<file path="config.mk">
export PLATFORM = sky130hd
export DESIGN_NAME = sti_ctrl
export DESIGN_NICKNAME = d
export VERILOG_FILES = /design/src/rtl/sti_pkg.sv /design/src/rtl/sti_ctrl.sv
export SDC_FILE = /design/constraint.sdc
export NUM_CORES = 1
export LEC_CHECK = 0
export BUFFER_PORTS_ARGS = -buffer_cell sky130_fd_sc_hd__buf_4
export CAP_MARGIN = 20
export CORE_ASPECT_RATIO = 0.8
export CORE_MARGIN = 2
export CORE_UTILIZATION = 41
export DETAILED_ROUTE_END_ITERATION = 12
export PLACE_DENSITY_LB_ADDON = 0.2
export SLEW_MARGIN = 10
export SYNTH_ARGS = -nofsm -noshare
export SYNTH_HDL_FRONTEND = slang
export SYNTH_SLANG_ARGS = --single-unit
</file>
<file path="constraint.sdc">
create_clock -name clock -period 1.6 [get_ports clock]
set_input_delay 0.24 -clock clock [delete_from_list [all_inputs] [get_ports clock]]
set_output_delay 0.24 -clock clock [all_outputs]
set_load 0.02 [all_outputs]
</file>
<file path="src/rtl/sti_pkg.sv">
// Shared types and codes for the sorted table coefficient interpolator.
package sti_pkg;

   localparam logic [2:0] OP_INSERT = 3'd0;
   localparam logic [2:0] OP_WRITE  = 3'd1;
   localparam logic [2:0] OP_CHECK  = 3'd2;
   localparam logic [2:0] OP_INTERP = 3'd3;
   localparam logic [2:0] OP_CLEAR  = 3'd4;

   localparam logic [2:0] ST_OK        = 3'd0;
   localparam logic [2:0] ST_TOO_MANY  = 3'd1;
   localparam logic [2:0] ST_FULL      = 3'd2;
   localparam logic [2:0] ST_EMPTY     = 3'd3;
   localparam logic [2:0] ST_DUP       = 3'd4;
   localparam logic [2:0] ST_BAD_INDEX = 3'd5;

   localparam int KEY_W     = 20;
   localparam int VAL_W     = 48;
   localparam int DIV_STEPS = 16;

   typedef struct packed {
      logic [2:0]         opcode;
      logic [19:0]        key;
      logic [3:0]         coeff_count;
      logic [3:0]         coeff_index;
      logic signed [47:0] coeff_value;
   } req_type;

   typedef struct packed {
      logic [2:0]         status;
      logic [4:0]         out_count;
      logic [3:0]         out_slot;
      logic signed [47:0] out_value;
      logic [19:0]        out_key;
      logic               last;
   } rsp_type;

   typedef enum logic [4:0] {
      S_IDLE,
      S_DISPATCH,
      S_SRCH_RD,
      S_SRCH_CMP,
      S_SHIFT_INIT,
      S_SHIFT_RD,
      S_SHIFT_WR,
      S_INS_NEW,
      S_INS_ZERO,
      S_CHK_RD,
      S_CHK_CMP,
      S_INT_SETUP,
      S_DIV,
      S_INT_CNT,
      S_COEF_RD,
      S_COEF_MUL,
      S_COEF_OUT
   } state_type;

   typedef struct packed {
      logic       load_req;
      logic       idx_clr;
      logic       idx_inc;
      logic       idx_dec;
      logic       idx_load_total;
      logic       ent_rd;
      logic       ent_rd_prev;
      logic       cap_prev;
      logic       cap_cur;
      logic       ent_wr_shift;
      logic       ent_wr_new;
      logic       slot_clr;
      logic       slot_inc;
      logic       coef_wr_zero;
      logic       coef_wr_val;
      logic       commit_insert;
      logic       clear_table;
      logic       int_setup;
      logic       div_step;
      logic       coef_rd;
      logic       mul;
      logic       emit;
      logic       emit_blend;
      logic       emit_key;
      logic [2:0] emit_status;
   } cmd_type;

   typedef struct packed {
      logic [2:0] opcode;
      logic       cnt_too_big;
      logic       table_full;
      logic       table_empty;
      logic       idx_bad;
      logic       at_total;
      logic       at_pos;
      logic       key_le;
      logic       dup_now;
      logic       blend_now;
      logic       div_last;
      logic       n_zero;
      logic       zero_last;
      logic       slot_last;
   } stat_type;

endpackage

</file>
<file path="src/rtl/sti_ctrl.sv">
// Sequencer for the sorted table interpolator: walks, shifts, divides and emits.
module sti_ctrl (
   input  logic              clock,
   input  logic              reset,
   input  logic              start,
   output logic              busy,
   input  sti_pkg::stat_type stat,
   output sti_pkg::cmd_type  cmd
);

   sti_pkg::state_type state_ff, state_in;

   always_ff @(posedge clock) begin
      if (reset) begin
         state_ff <= sti_pkg::S_IDLE;
      end else begin
         state_ff <= state_in;
      end
   end

   assign busy = (state_ff != sti_pkg::S_IDLE);

   // next state
   always_comb begin
      state_in = state_ff;
      case (state_ff)
         sti_pkg::S_IDLE: begin
            if (start) state_in = sti_pkg::S_DISPATCH;
         end
         sti_pkg::S_DISPATCH: begin
            state_in = sti_pkg::S_IDLE;
            case (stat.opcode)
               sti_pkg::OP_INSERT: begin
                  if (!stat.cnt_too_big && !stat.table_full) state_in = sti_pkg::S_SRCH_RD;
               end
               sti_pkg::OP_CHECK: begin
                  if (!stat.table_empty) state_in = sti_pkg::S_CHK_RD;
               end
               sti_pkg::OP_INTERP: begin
                  if (!stat.table_empty) state_in = sti_pkg::S_SRCH_RD;
               end
               default: state_in = sti_pkg::S_IDLE;
            endcase
         end
         sti_pkg::S_SRCH_RD: begin
            if (stat.at_total) begin
               state_in = (stat.opcode == sti_pkg::OP_INSERT) ? sti_pkg::S_SHIFT_INIT
                                                              : sti_pkg::S_INT_SETUP;
            end else begin
               state_in = sti_pkg::S_SRCH_CMP;
            end
         end
         sti_pkg::S_SRCH_CMP: begin
            if (stat.key_le) begin
               state_in = (stat.opcode == sti_pkg::OP_INSERT) ? sti_pkg::S_SHIFT_INIT
                                                              : sti_pkg::S_INT_SETUP;
            end else begin
               state_in = sti_pkg::S_SRCH_RD;
            end
         end
         sti_pkg::S_SHIFT_INIT: state_in = sti_pkg::S_SHIFT_RD;
         sti_pkg::S_SHIFT_RD: begin
            state_in = stat.at_pos ? sti_pkg::S_INS_NEW : sti_pkg::S_SHIFT_WR;
         end
         sti_pkg::S_SHIFT_WR: state_in = sti_pkg::S_SHIFT_RD;
         sti_pkg::S_INS_NEW:  state_in = sti_pkg::S_INS_ZERO;
         sti_pkg::S_INS_ZERO: begin
            if (stat.zero_last) state_in = sti_pkg::S_IDLE;
         end
         sti_pkg::S_CHK_RD: begin
            state_in = stat.at_total ? sti_pkg::S_IDLE : sti_pkg::S_CHK_CMP;
         end
         sti_pkg::S_CHK_CMP: begin
            state_in = stat.dup_now ? sti_pkg::S_IDLE : sti_pkg::S_CHK_RD;
         end
         sti_pkg::S_INT_SETUP: begin
            state_in = stat.blend_now ? sti_pkg::S_DIV : sti_pkg::S_INT_CNT;
         end
         sti_pkg::S_DIV: begin
            if (stat.div_last) state_in = sti_pkg::S_INT_CNT;
         end
         sti_pkg::S_INT_CNT: begin
            state_in = stat.n_zero ? sti_pkg::S_IDLE : sti_pkg::S_COEF_RD;
         end
         sti_pkg::S_COEF_RD:  state_in = sti_pkg::S_COEF_MUL;
         sti_pkg::S_COEF_MUL: state_in = sti_pkg::S_COEF_OUT;
         sti_pkg::S_COEF_OUT: begin
            state_in = stat.slot_last ? sti_pkg::S_IDLE : sti_pkg::S_COEF_RD;
         end
         default: state_in = sti_pkg::S_IDLE;
      endcase
   end

   // commands
   always_comb begin
      cmd = '0;
      cmd.emit_status = sti_pkg::ST_OK;
      case (state_ff)
         sti_pkg::S_IDLE: begin
            cmd.load_req = start;
         end
         sti_pkg::S_DISPATCH: begin
            case (stat.opcode)
               sti_pkg::OP_INSERT: begin
                  if (stat.cnt_too_big) begin
                     cmd.emit        = 1'b1;
                     cmd.emit_status = sti_pkg::ST_TOO_MANY;
                  end else if (stat.table_full) begin
                     cmd.emit        = 1'b1;
                     cmd.emit_status = sti_pkg::ST_FULL;
                  end else begin
                     cmd.idx_clr = 1'b1;
                  end
               end
               sti_pkg::OP_WRITE: begin
                  cmd.emit = 1'b1;
                  if (stat.table_empty) begin
                     cmd.emit_status = sti_pkg::ST_EMPTY;
                  end else if (stat.idx_bad) begin
                     cmd.emit_status = sti_pkg::ST_BAD_INDEX;
                  end else begin
                     cmd.coef_wr_val = 1'b1;
                  end
               end
               sti_pkg::OP_CHECK, sti_pkg::OP_INTERP: begin
                  if (stat.table_empty) begin
                     cmd.emit        = 1'b1;
                     cmd.emit_status = sti_pkg::ST_EMPTY;
                  end else begin
                     cmd.idx_clr = 1'b1;
                  end
               end
               sti_pkg::OP_CLEAR: begin
                  cmd.clear_table = 1'b1;
                  cmd.emit        = 1'b1;
               end
               default: cmd.emit = 1'b1;
            endcase
         end
         sti_pkg::S_SRCH_RD: begin
            cmd.ent_rd = !stat.at_total;
         end
         sti_pkg::S_SRCH_CMP: begin
            if (stat.key_le) begin
               cmd.cap_cur = 1'b1;
            end else begin
               cmd.cap_prev = 1'b1;
               cmd.idx_inc  = 1'b1;
            end
         end
         sti_pkg::S_SHIFT_INIT: cmd.idx_load_total = 1'b1;
         sti_pkg::S_SHIFT_RD: begin
            cmd.ent_rd      = !stat.at_pos;
            cmd.ent_rd_prev = 1'b1;
         end
         sti_pkg::S_SHIFT_WR: begin
            cmd.ent_wr_shift = 1'b1;
            cmd.idx_dec      = 1'b1;
         end
         sti_pkg::S_INS_NEW: begin
            cmd.ent_wr_new = 1'b1;
            cmd.slot_clr   = 1'b1;
         end
         sti_pkg::S_INS_ZERO: begin
            cmd.coef_wr_zero = 1'b1;
            cmd.slot_inc     = 1'b1;
            if (stat.zero_last) begin
               cmd.commit_insert = 1'b1;
               cmd.emit          = 1'b1;
            end
         end
         sti_pkg::S_CHK_RD: begin
            if (stat.at_total) begin
               cmd.emit = 1'b1;
            end else begin
               cmd.ent_rd = 1'b1;
            end
         end
         sti_pkg::S_CHK_CMP: begin
            if (stat.dup_now) begin
               cmd.emit        = 1'b1;
               cmd.emit_status = sti_pkg::ST_DUP;
            end else begin
               cmd.cap_prev = 1'b1;
               cmd.idx_inc  = 1'b1;
            end
         end
         sti_pkg::S_INT_SETUP: cmd.int_setup = 1'b1;
         sti_pkg::S_DIV:       cmd.div_step  = 1'b1;
         sti_pkg::S_INT_CNT: begin
            if (stat.n_zero) begin
               cmd.emit     = 1'b1;
               cmd.emit_key = 1'b1;
            end else begin
               cmd.slot_clr = 1'b1;
            end
         end
         sti_pkg::S_COEF_RD:  cmd.coef_rd = 1'b1;
         sti_pkg::S_COEF_MUL: cmd.mul     = 1'b1;
         sti_pkg::S_COEF_OUT: begin
            cmd.emit_blend = 1'b1;
            cmd.slot_inc   = !stat.slot_last;
         end
         default: cmd.emit_status = sti_pkg::ST_OK;
      endcase
   end

endmodule

</file>
## Word level (Yosys, flattened, before mapping)

Cells that the tools add are included.

- Bits in registers: 5
- Bits of input ports: 19
- Output and inout bits: 28
- Word-level logic and storage cells: 104

- Equal/unequal tests: 23
- Mux-type cells: 68
- Reductions and logical operators: 12

Operators by type and width:

| operator | number |
|---|---|
| $pmux W5 S16 | 1 |
| $eq A5 B4 Y1 const B | 8 |
| $mux W1 | 38 |
| $mux W4 | 8 |
| $eq A5 B3 Y1 const B | 4 |
| $mux W5 | 3 |
| $pmux W5 S3 | 1 |
| $eq A5 B2 Y1 const B | 2 |
| $mux W2 | 5 |
| $pmux W1 S2 | 5 |
| $mux W3 | 3 |
| $pmux W3 S3 | 1 |
| $eq A3 B2 Y1 const B | 2 |
| $ne A2 B2 Y1 const B | 3 |
| $pmux W3 S2 | 1 |
| $eq A5 B1 Y1 const B | 1 |
| $eq A5 B5 Y1 const B | 1 |
| $logic_not A1 Y1 | 5 |
| $logic_not A5 Y1 | 1 |
| $pmux W1 S5 | 1 |
| $reduce_bool A5 Y1 | 1 |
| $reduce_or A2 Y1 | 2 |
| $eq A3 B1 Y1 const B | 1 |
| $eq A3 B3 Y1 const B | 1 |
| other kinds (4) | 4 |

## Longest topological paths before layout

Gate-level depths: netlist (run 1).

- Depth after elaboration: 5
- Mapped depth: 7
- Gate-level depth less buffers: 4

## Least setup slack after synthesis (run 1)

No wires, ideal clock.

- Kind: reg2out
- Start point: register state_ff[2]
- End point: output port cmd[2] in the netlist's numbering
- Data arrival time: 1657 ps
- Path slack: -297 ps
- Stages on the path, launching flop included: 5
- Path buffers: 1
- Cell sequence: dfxtp_1 > buf_6 > nor3_2 > nand3b_2 > o41ai_1

RTL lines:

| item | line | text |
|---|---|---|
| from (decl) | sti_ctrl.sv:11 | `sti_pkg::state_type state_ff, state_in;` |
| from (signal assigned) | sti_ctrl.sv:15 | `state_ff <= sti_pkg::S_IDLE;` |
| from (signal assigned) | sti_ctrl.sv:17 | `state_ff <= state_in;` |
| to (decl) | sti_ctrl.sv:8 | `output sti_pkg::cmd_type cmd` |

==> flow_metrics.env, run 1 <==
export IMPL_worstSetupStartpointType="flip-flop"
export IMPL_synth_top_family_by_area="simple AND/OR/NAND/NOR gates"
export IMPL_skew_ns=0.0001806
export IMPL_synth_xor_area_share=0
export IMPL_cts_buffer_depth=2
export IMPL_globalRouteMet2Util=0.5506
export IMPL_die_area_mm2=0.002584
export IMPL_worstHoldPathCells=2
export IMPL_grt_pass1_wl_um=6203
export IMPL_clk_pin_slew_ns=0.05
export IMPL_cp_max_fo=5
export IMPL_rsz0062_at_grt="true"
export IMPL_synth_common_cells="16 x nor2_1, 11 x nand2_1, 8 x nor3_1, 7 x a21oi_1"
export IMPL_grt_max_degree=13
export IMPL_critPathCaptureType="output port"
export IMPL_initial_core_util=0.4236
export IMPL_grt_ovfl_total=0
export IMPL_clock_sinks=5
export IMPL_fp_dieH_um=45.87
export IMPL_critPathKind="flip-flop to output port"
export IMPL_seq_area_frac_synth=0.1114
export IMPL_reg_top3="state_ff x5"
export IMPL_worst_path_max_delay_cell="or3b_4"
export IMPL_synth_distinct_cells=49
export IMPL_insertion_delay_ns=0.25
export IMPL_synth_largest_area_cell="dfxtp_1"
export IMPL_cts_hold_buf=0
export IMPL_dpl_hpwl_um=2670
export IMPL_track_usage=0.3139
export IMPL_p_switching_mw=0.2504
export IMPL_comb_power_share=0.554
export IMPL_timing_fmax_mhz=552.8
export IMPL_synthesis_area_um2=898.4
export IMPL_netlist_area_leader_share=0.1114
export IMPL_viasPerCell=6.154
export IMPL_report_final_setup_viol=20
export IMPL_r2r_end="state_ff[0]"
export IMPL_min_from="reset"
export IMPL_synthTopCellsByArea="dfxtp_1 11%, nor2_1 6.7%, nand2_1 4.6%"
export IMPL_antenna_found_initial=0
export IMPL_htree_num_levels=1
export IMPL_synth_async_reset_ratio=0
export IMPL_grt_use_met1=0.3849
export IMPL_worstMarginPinSlew_ns=0.4641
export IMPL_io_buffers=46
export IMPL_hp_class="primary input to flip-flop"
export IMPL_core_mm2=0.002121
export IMPL_violations="negative setup slack"
export IMPL_final_antenna_net_count=0
export IMPL_io_pins=47
export IMPL_drt_iter0_drc=75
export IMPL_drive_gt1_frac=0.6158
export IMPL_p_clk_frac=0.241
export IMPL_synth_compound_area_frac=0.2563
export IMPL_largest_register_ffs=5
export IMPL_routedWlPerCell_um=18.82
export IMPL_cts_buffers=3
export IMPL_synthSimpleGateAreaFrac=0.4930
export IMPL_syn_nets=152
export IMPL_hold_end="state_ff[0]"
export IMPL_fillers=118
export IMPL_routed_wl_um=4290
export IMPL_synth_ff_type="dfxtp_1"
export IMPL_place_area_mm2=0.001444
export IMPL_root_buffer="clkbuf_4"
export IMPL_cts_tree="built"
export IMPL_rr_startpoint="state_ff[1]"
export IMPL_p_seq_frac=0.206
export IMPL_yosysWarnings=0
export IMPL_power_density_mw_per_mm2=363.2
export IMPL_design_area_mm2=0.001759
export IMPL_ys_ff_latch=5
export IMPL_diodes=0
export IMPL_p_int_mw=0.3885
export IMPL_largest_register="state_ff"
export IMPL_finalPower_mw=0.6389
export IMPL_required_ns=1.36
export IMPL_use_met3=0.09943
export IMPL_first_pass_iters=4
export IMPL_syn_inst=133
export IMPL_muxShareOfSynthArea=0.03482
export IMPL_die_w_um=56.34
export IMPL_fin_ws_ns=-0.2089
export IMPL_r2r_cells=5
export IMPL_fin_nets=223
export IMPL_vias=1403
export IMPL_hold_viol=0
export IMPL_top_usage_layer="met2"
export IMPL_area_delta_synth_final_pct=95.82
export IMPL_grt_pass1_vias=1310
export IMPL_finalCriticalPeriod_ns=1.809
export IMPL_fin_crit_sh=1.131
export IMPL_slew_violations=0
export IMPL_maxCapViolCount=0
export IMPL_status="finished with violations"
export IMPL_synth_most_common_cell="nor2_1"
export IMPL_leakage_nw=0.7476
export IMPL_synth_avg_cell_area_um2=6.755
export IMPL_synthAdderAreaFrac=0
export IMPL_maxSlewHeadroom=0.6882
export IMPL_num_rows=15
export IMPL_crit_chain="or3b_4, nor3_4, a21oi_2, o32ai_2, buf_4"
export IMPL_cp_arrival_ns=1.57
export IMPL_swShare=0.3919
export IMPL_synth_edf_count=0
export IMPL_slowest_delay_ns=0.43
export IMPL_r2r_setup_slack_ns=-0.10
export IMPL_route_detailed_drc=0
export IMPL_finalWeightedCongestion=0.9714
export IMPL_peakVddDrop_v=0.0004097
## layout make-up
cell class	instances	area, µm²	share of cell area
flip-flops and latches	5	116.4	0.06615
repair buffers	79	668.1	0.3798
well taps	25	31.28	0.01778
inverters	5	18.77	0.01067
clock buffers	4	26.28	0.01494
multi-input cells	110	898.4	0.5107
## worst max-delay path: cells and delay by family, from the launching register on
kind / cells / cell delay [ns]
AOI/OAI and AO/OA: 2 / 0.17
buffers and inverters: 1 / 0.18
DFF: 1 / 0.38
and+or+nand+nor: 2 / 0.59
## cells in the final DEF, fill, tap and decap left out, types with 3 or more instances in the layout
master	instances
dfxtp_4	4
nand2b_1	4
o21ai_0	5
nor2_4	4
nand2_1	7
nor2_1	11
and3_1	3
nor3_4	4
a31oi_1	4
clkbuf_4	3
a21oi_1	4
nor3_1	5
inv_1	4
buf_4	59
buf_6	20
nand2_2	3
## power groups by stage
stage | registers (mW) | logic, mW | clock network (mW)
after floorplan | 0.135 | 0.151 | 0
after global placement | 0.136 | 0.271 | 0
after detailed placement | 0.136 | 0.276 | 0
after CTS | 0.130 | 0.324 | 0.157
after global routing | 0.132 | 0.370 | 0.166
final | 0.131 | 0.354 | 0.154
## cell families after synthesis
| logic type | count (synthesis) |
|---|---|
| AOI/OAI and AO/OA | 32 |
| buffers and inverters | 18 |
| muxes | 3 |
| and+or+nand+nor | 75 |
| DFF | 5 |
## layer usage
layer  vias to the layer above  routed length, µm
met3                        16                417
met4                         0                117
met2                        97               2063
met5                         -                  0
li1                        636                  -
met1                       654               1691
## stage by stage
stage | utilization | setup TNS, ns | hold WS [ns] | cells | setup WS, ns
3_5_place_dp | 0.6808 | -0.08815 | 0.4566 | 217 | -0.03429
2_1_floorplan | - | -0.1463 | 0.3089 | 133 | -0.05501
6_report | 0.8295 | -1.864 | 0.1935 | 228 | -0.2089
3_3_place_gp | 0.6808 | -0.0008418 | 0.4533 | 217 | -0.0008418
5_1_grt | 0.8295 | -3.114 | 0.1861 | 228 | -0.2432
4_1_cts | 0.7894 | -1.455 | 0.1884 | 228 | -0.1950
## repair_timing
item	in CTS	in global routing
pin swaps	15	10
endpoints found under the setup margin	26	28
resized for setup	42	23
setup buffers	7	3
## worst max-delay path by stage
stage	from	endpoint	slack (ns)	cells after the start
after detailed placement	state_ff[3]	cmd[2]	-0.03	4
after CTS	state_ff[4]	cmd[21]	-0.20	5
after floorplan	state_ff[2]	cmd[2]	-0.06	4
after global routing	state_ff[4]	cmd[21]	-0.24	5
after global placement	state_ff[1]	cmd[21]	-0.0008	5
final	state_ff[1]	cmd[21]	-0.21	5
Note: power is estimated with default switching activity, not from simulation.
==> inputs of run 2 (changes only) <==
--- a/config.mk
+++ b/config.mk
@@ -11,6 +11,7 @@
 export CORE_MARGIN = 2
 export CORE_UTILIZATION = 41
 export DETAILED_ROUTE_END_ITERATION = 12
+export GPL_TIMING_DRIVEN = 0
 export PLACE_DENSITY_LB_ADDON = 0.2
 export SLEW_MARGIN = 10
 export SYNTH_ARGS = -nofsm -noshare
==> run 2 against run 1 <==
Compared with the run above: the flow still finishes with violations (negative setup slack); sequential share of layout area hardly changed; worst setup slack worse by 0.040 ns; fmax is 2.2% lower; combinational power is 8.8% lower; cell count is 3.1% lower; via count is 6.1% lower; non-clock buffer count is 7 lower; cell area is 2.5% lower.
==> flow_metrics.env, run 2 (synthesis gave the netlist of run 1 again) <==
export IMPL_status="finished with violations"
export IMPL_violations="negative setup slack"
export IMPL_crit_chain="buf_6, nor3_4, nand3b_4, nor4_4, buf_4"
export IMPL_diodes=0
export IMPL_root_buffer="clkbuf_4"
export IMPL_worst_path_max_delay_cell="dfxtp_4"
export IMPL_largest_register="state_ff"
export IMPL_slew_violations=0
export IMPL_clk_pin_slew_ns=0.05
export IMPL_largest_register_ffs=5
export IMPL_fin_nets=216
export IMPL_track_usage=0.2712
export IMPL_worstSetupStartpointType="flip-flop"
export IMPL_worstMarginPinSlew_ns=0.3841
export IMPL_initial_core_util=0.4236
export IMPL_maxSlewHeadroom=0.7439
export IMPL_antenna_found_initial=0
export IMPL_rsz0062_at_grt="true"
export IMPL_die_w_um=56.34
export IMPL_drt_iter0_drc=46
export IMPL_io_pins=47
export IMPL_swShare=0.3774
export IMPL_dpl_hpwl_um=2351
export IMPL_cts_buffers=3
export IMPL_viasPerCell=5.964
export IMPL_final_common_cell="buf_4"
export IMPL_p_clk_frac=0.246
export IMPL_timing_fmax_mhz=540.8
export IMPL_power_density_mw_per_mm2=354.5
export IMPL_final_antenna_net_count=0
export IMPL_finalCriticalPeriod_ns=1.849
export IMPL_routedWlPerCell_um=16.28
export IMPL_finalWeightedCongestion=0.8821
export IMPL_grt_pass1_vias=1182
export IMPL_first_pass_iters=4
export IMPL_cp_arrival_ns=1.61
export IMPL_cts_tree="built"
export IMPL_routed_wl_um=3597
export IMPL_io_buffers=45
export IMPL_drive_gt1_frac=0.5969
export IMPL_num_rows=15
export IMPL_hold_viol=0
export IMPL_p_seq_frac=0.222
export IMPL_comb_power_share=0.532
export IMPL_insertion_delay_ns=0.24
export IMPL_critPathCaptureType="output port"
export IMPL_area_delta_synth_final_pct=90.95
export IMPL_hp_class="primary input to flip-flop"
export IMPL_route_detailed_drc=0
export IMPL_critPathKind="flip-flop to output port"
export IMPL_fin_ws_ns=-0.2491
export IMPL_die_area_mm2=0.002584
export IMPL_peakVddDrop_v=0.0003310
export IMPL_required_ns=1.36
export IMPL_grt_max_degree=11
export IMPL_fp_dieH_um=45.87
export IMPL_slowest_delay_ns=0.36
export IMPL_grt_ovfl_total=0
export IMPL_vias=1318
export IMPL_tns_ns=-2.462
export IMPL_leakage_nw=0.7294
export IMPL_clock_sinks=5
export IMPL_p_int_mw=0.3786
export IMPL_finalPower_mw=0.6081
export IMPL_maxCapViolCount=0
export IMPL_htree_num_levels=1
export IMPL_final_cell_mix="50 x buf_4, 15 x buf_6, 13 x nor2_1, 6 x nand2_1"
export IMPL_cts_buffer_depth=2
export IMPL_grt_pass1_wl_um=5388
export IMPL_cp_max_fo=5
export IMPL_skew_ns=0.001421
export IMPL_p_switching_mw=0.2295
export IMPL_fin_crit_sh=1.156
export IMPL_fin_util=0.8089
export IMPL_r2r_setup_slack_ns=-0.06
export IMPL_cts_hold_buf=0
export IMPL_reg_top3="state_ff x5"
export IMPL_report_final_setup_viol=21
export IMPL_core_mm2=0.002121
run 2: metal layers:
layer / wire length [µm] / GRT usage / vias to the layer above
li1: - / - / 620
met4: 64 / 0.07143 / 0
met1: 1499 / 0.3485 / 626
met2: 1797 / 0.4824 / 64
met5: 0 / 0 / -
met3: 235 / 0.04261 / 8
run 2: worst paths after layout:
check,startpoint,end,depth (start not counted)
max,state_ff[2],cmd[12],5
min,reset,state_ff[0],2
max reg2reg,state_ff[4],state_ff[0],5
min reg2reg,state_ff[3],state_ff[2],3
run 2: power by group through the flow:
stage	combinational [mW]	sequential, mW	clock [mW]
2_1_floorplan	0.151	0.135	0
3_3_place_gp	0.240	0.137	0
3_5_place_dp	0.244	0.136	0
4_1_cts	0.300	0.136	0.147
5_1_grt	0.345	0.136	0.160
6_report	0.323	0.135	0.150
run 2: layout make-up:
cell class | instances | area (µm²)
Multi-Input combinational cell | 110 | 902.1
Clock buffer | 4 | 26.28
Inverter | 5 | 18.77
Tap cell | 25 | 31.28
Timing Repair Buffer | 61 | 510.5
Buffer | 11 | 112.6
Sequential cell | 5 | 113.9
Fill cell | 139 | 405.4
run 2: per-stage QoR:
step	instance area (µm²)	cells	hold slack (ns)	worst slack (ns)
2_1_floorplan	957.2	133	0.3089	-0.05501
3_3_place_gp	1326	203	0.4444	-0.2285
3_5_place_dp	1326	203	0.4441	-0.2555
4_1_cts	1617	219	0.1891	-0.2702
5_1_grt	1715	221	0.1839	-0.2965
6_report	1715	221	0.1879	-0.2491
run 2: critical path, delay by kind of cell, from the launching register on:
| family | cells | cell delay, ns |
|---|---|---|
| buf+inv | 2 | 0.31 |
| flops | 1 | 0.36 |
| simple gates | 3 | 0.69 |
run 2: repair_timing:
| action | CTS | global route |
|---|---|---|
| gates resized for setup | 45 | 25 |
| buffers inserted | 12 | 4 |
| setup endpoints to repair | 27 | 30 |
| pin swaps | 20 | 12 |
==> inputs of run 3 (changes only) <==
--- a/config.mk
+++ b/config.mk
@@ -9,10 +9,11 @@
 export CAP_MARGIN = 20
 export CORE_ASPECT_RATIO = 0.8
 export CORE_MARGIN = 2
-export CORE_UTILIZATION = 41
+export CORE_UTILIZATION = 40
 export DETAILED_ROUTE_END_ITERATION = 12
 export GPL_TIMING_DRIVEN = 0
 export PLACE_DENSITY_LB_ADDON = 0.2
+export REMOVE_ABC_BUFFERS = 1
 export SLEW_MARGIN = 10
 export SYNTH_ARGS = -nofsm -noshare
 export SYNTH_HDL_FRONTEND = slang
==> run 3 against run 2 <==
Compared with the run above: the flow still finishes with violations (negative setup slack); sequential power about the same; critical endpoint is now cmd[14]; die area rose by 2.3%; highest routed layer unchanged; count of clock-buffer cells in the layout unchanged; combinational power up 11%; total power rose by 6.5%; first-iteration DRC count rose to 2.7 times the previous value; largest cell class unchanged.
==> flow_metrics.env, run 3 (synthesis gave the netlist of run 1 again) <==
export IMPL_antenna_found_initial=0
export IMPL_fin_crit_sh=1.188
export IMPL_final_cell_mix="45 x buf_4, 28 x buf_6, 9 x nor2_1, 7 x nor2_4, 7 x nand2_1"
export IMPL_cts_buffers=3
export IMPL_crit_chain="buf_6, or3_4, nor3_4, nand2b_1, buf_4"
export IMPL_rr_startpoint="state_ff[4]"
export IMPL_final_common_cell="buf_4"
export IMPL_finalPower_mw=0.6474
export IMPL_vias=1504
export IMPL_cts_buffer_depth=2
export IMPL_crit_start="state_ff[4]"
export IMPL_hold_viol=0
export IMPL_area_delta_synth_final_pct=104.2
export IMPL_leakage_nw=0.7470
export IMPL_finalWeightedCongestion=0.8193
export IMPL_io_buffers=46
export IMPL_insertion_delay_ns=0.25
export IMPL_r2r_cells=5
export IMPL_io_pins=47
export IMPL_timing_fmax_mhz=525.9
export IMPL_rsz0062_at_grt="true"
export IMPL_grt_use_met1=0.3993
export IMPL_num_rows=15
export IMPL_initial_core_util=0.4199
export IMPL_dpl_hpwl_um=2137
export IMPL_fin_nets=219
export IMPL_r2r_end="state_ff[1]"
export IMPL_critPathCaptureType="output port"
export IMPL_track_usage=0.3001
export IMPL_r2r_setup_slack_ns=-0.15
export IMPL_largest_register_ffs=5
export IMPL_grt_ovfl_total=0
export IMPL_cp_max_fo=7
export IMPL_worstSetupStartpointType="flip-flop"
export IMPL_largest_register="state_ff"
export IMPL_clock_sinks=5
export IMPL_cp_arrival_ns=1.66
export IMPL_slew_violations=0
export IMPL_use_met3=0.03652
export IMPL_globalRouteMet2Util=0.4897
export IMPL_fp_dieH_um=46.39
export IMPL_cts_tree="built"
export IMPL_peakVddDrop_v=0.0004093
export IMPL_grt_pass1_vias=1268
export IMPL_crit_path_end="cmd[14]"
export IMPL_violations="negative setup slack"
export IMPL_first_pass_iters=7
export IMPL_finalCriticalPeriod_ns=1.901
export IMPL_grt_pass1_wl_um=6127
export IMPL_status="finished with violations"
export IMPL_diodes=0
export IMPL_report_final_setup_viol=25
export IMPL_routed_wl_um=4748
export IMPL_fin_ws_ns=-0.3014
export IMPL_die_w_um=56.99
export IMPL_drt_iter0_drc=124
export IMPL_worstMarginPinSlew_ns=0.4545
export IMPL_core_mm2=0.002140
export IMPL_final_antenna_net_count=0
export IMPL_root_buffer="clkbuf_4"
export IMPL_drive_gt1_frac=0.6281
export IMPL_hp_class="primary input to flip-flop"
export IMPL_maxSlewHeadroom=0.6961
export IMPL_worst_path_max_delay_cell="or3_4"
export IMPL_slowest_delay_ns=0.40
export IMPL_route_detailed_drc=0
export IMPL_critPathKind="flip-flop to output port"
export IMPL_htree_num_levels=1
export IMPL_clk_pin_slew_ns=0.05
export IMPL_place_ws_ns=-0.5577
export IMPL_die_area_mm2=0.002643
export IMPL_skew_ns=0.002218
export IMPL_top_usage_layer="met2"
export IMPL_reg_top3="state_ff x5"
export IMPL_maxCapViolCount=0
export IMPL_grt_max_degree=14
export IMPL_required_ns=1.36
export IMPL_power_density_mw_per_mm2=353.0
export IMPL_routedWlPerCell_um=21.20
export IMPL_viasPerCell=6.714
-- run 3: power by group --
part / internal [mW] / total, mW / switching [mW] / leakage [nW]
logic: 0.162 / 0.358 / 0.196 / 0.688
registers: 0.125 / 0.137 / 0.0126 / 0.0444
clock network: 0.0947 / 0.152 / 0.0578 / 0.0150
total: 0.382 / 0.647 / 0.266 / 0.747
-- run 3: worst min-delay path by stage --
stage | start | endpoint | cells past startpoint
finish | reset | state_ff[3] | 2
CTS | reset | state_ff[2] | 2
global route | reset | state_ff[3] | 2
floorplan | reset | state_ff[0] | 1
global placement | reset | state_ff[0] | 2
detailed placement | reset | state_ff[2] | 2
-- run 3: critical path, delay by kind of cell, from the launching register on --
family,cells,cell delay (ns)
simple gates,3,0.74
flops,1,0.39
buf+inv,2,0.28
-- run 3: what timing repair did --
action                                  CTS  global route
hold buffers                              0             0
pin swaps                                11             9
resized for setup                        36            57
endpoints found under the setup margin   32            31
buffers inserted                         23             6
-- run 3: metal layers --
| layer | wire, µm | part of all wire |
|---|---|---|
| met1 | 1794 | 0.38 |
| met2 | 2134 | 0.45 |
| met3 | 592 | 0.12 |
| met4 | 227 | 0.048 |
| met5 | 0 | 0 |
-- run 3: stage by stage --
step                TNS, ns  std cells  cell area (µm²)  utilization  hold WS, ns
global route         -3.530        224             1834       0.8573       0.1988
finish               -2.781        224             1834       0.8573       0.2006
floorplan            -3.767        120            823.3            -       0.3089
CTS                  -1.238        218             1536       0.7181       0.1806
global placement     -6.561        191             1200       0.5608       0.4459
detailed placement   -7.201        191             1200       0.5608       0.4429
-- run 3: cell type report --
type	instances	area [µm²]
Timing Repair Buffer	75	688.2
Inverter	5	18.77
Fill cell	98	305.3
Clock buffer	4	26.28
Sequential cell	5	118.9
Tap cell	25	31.28
Multi-Input combinational cell	110	950.9
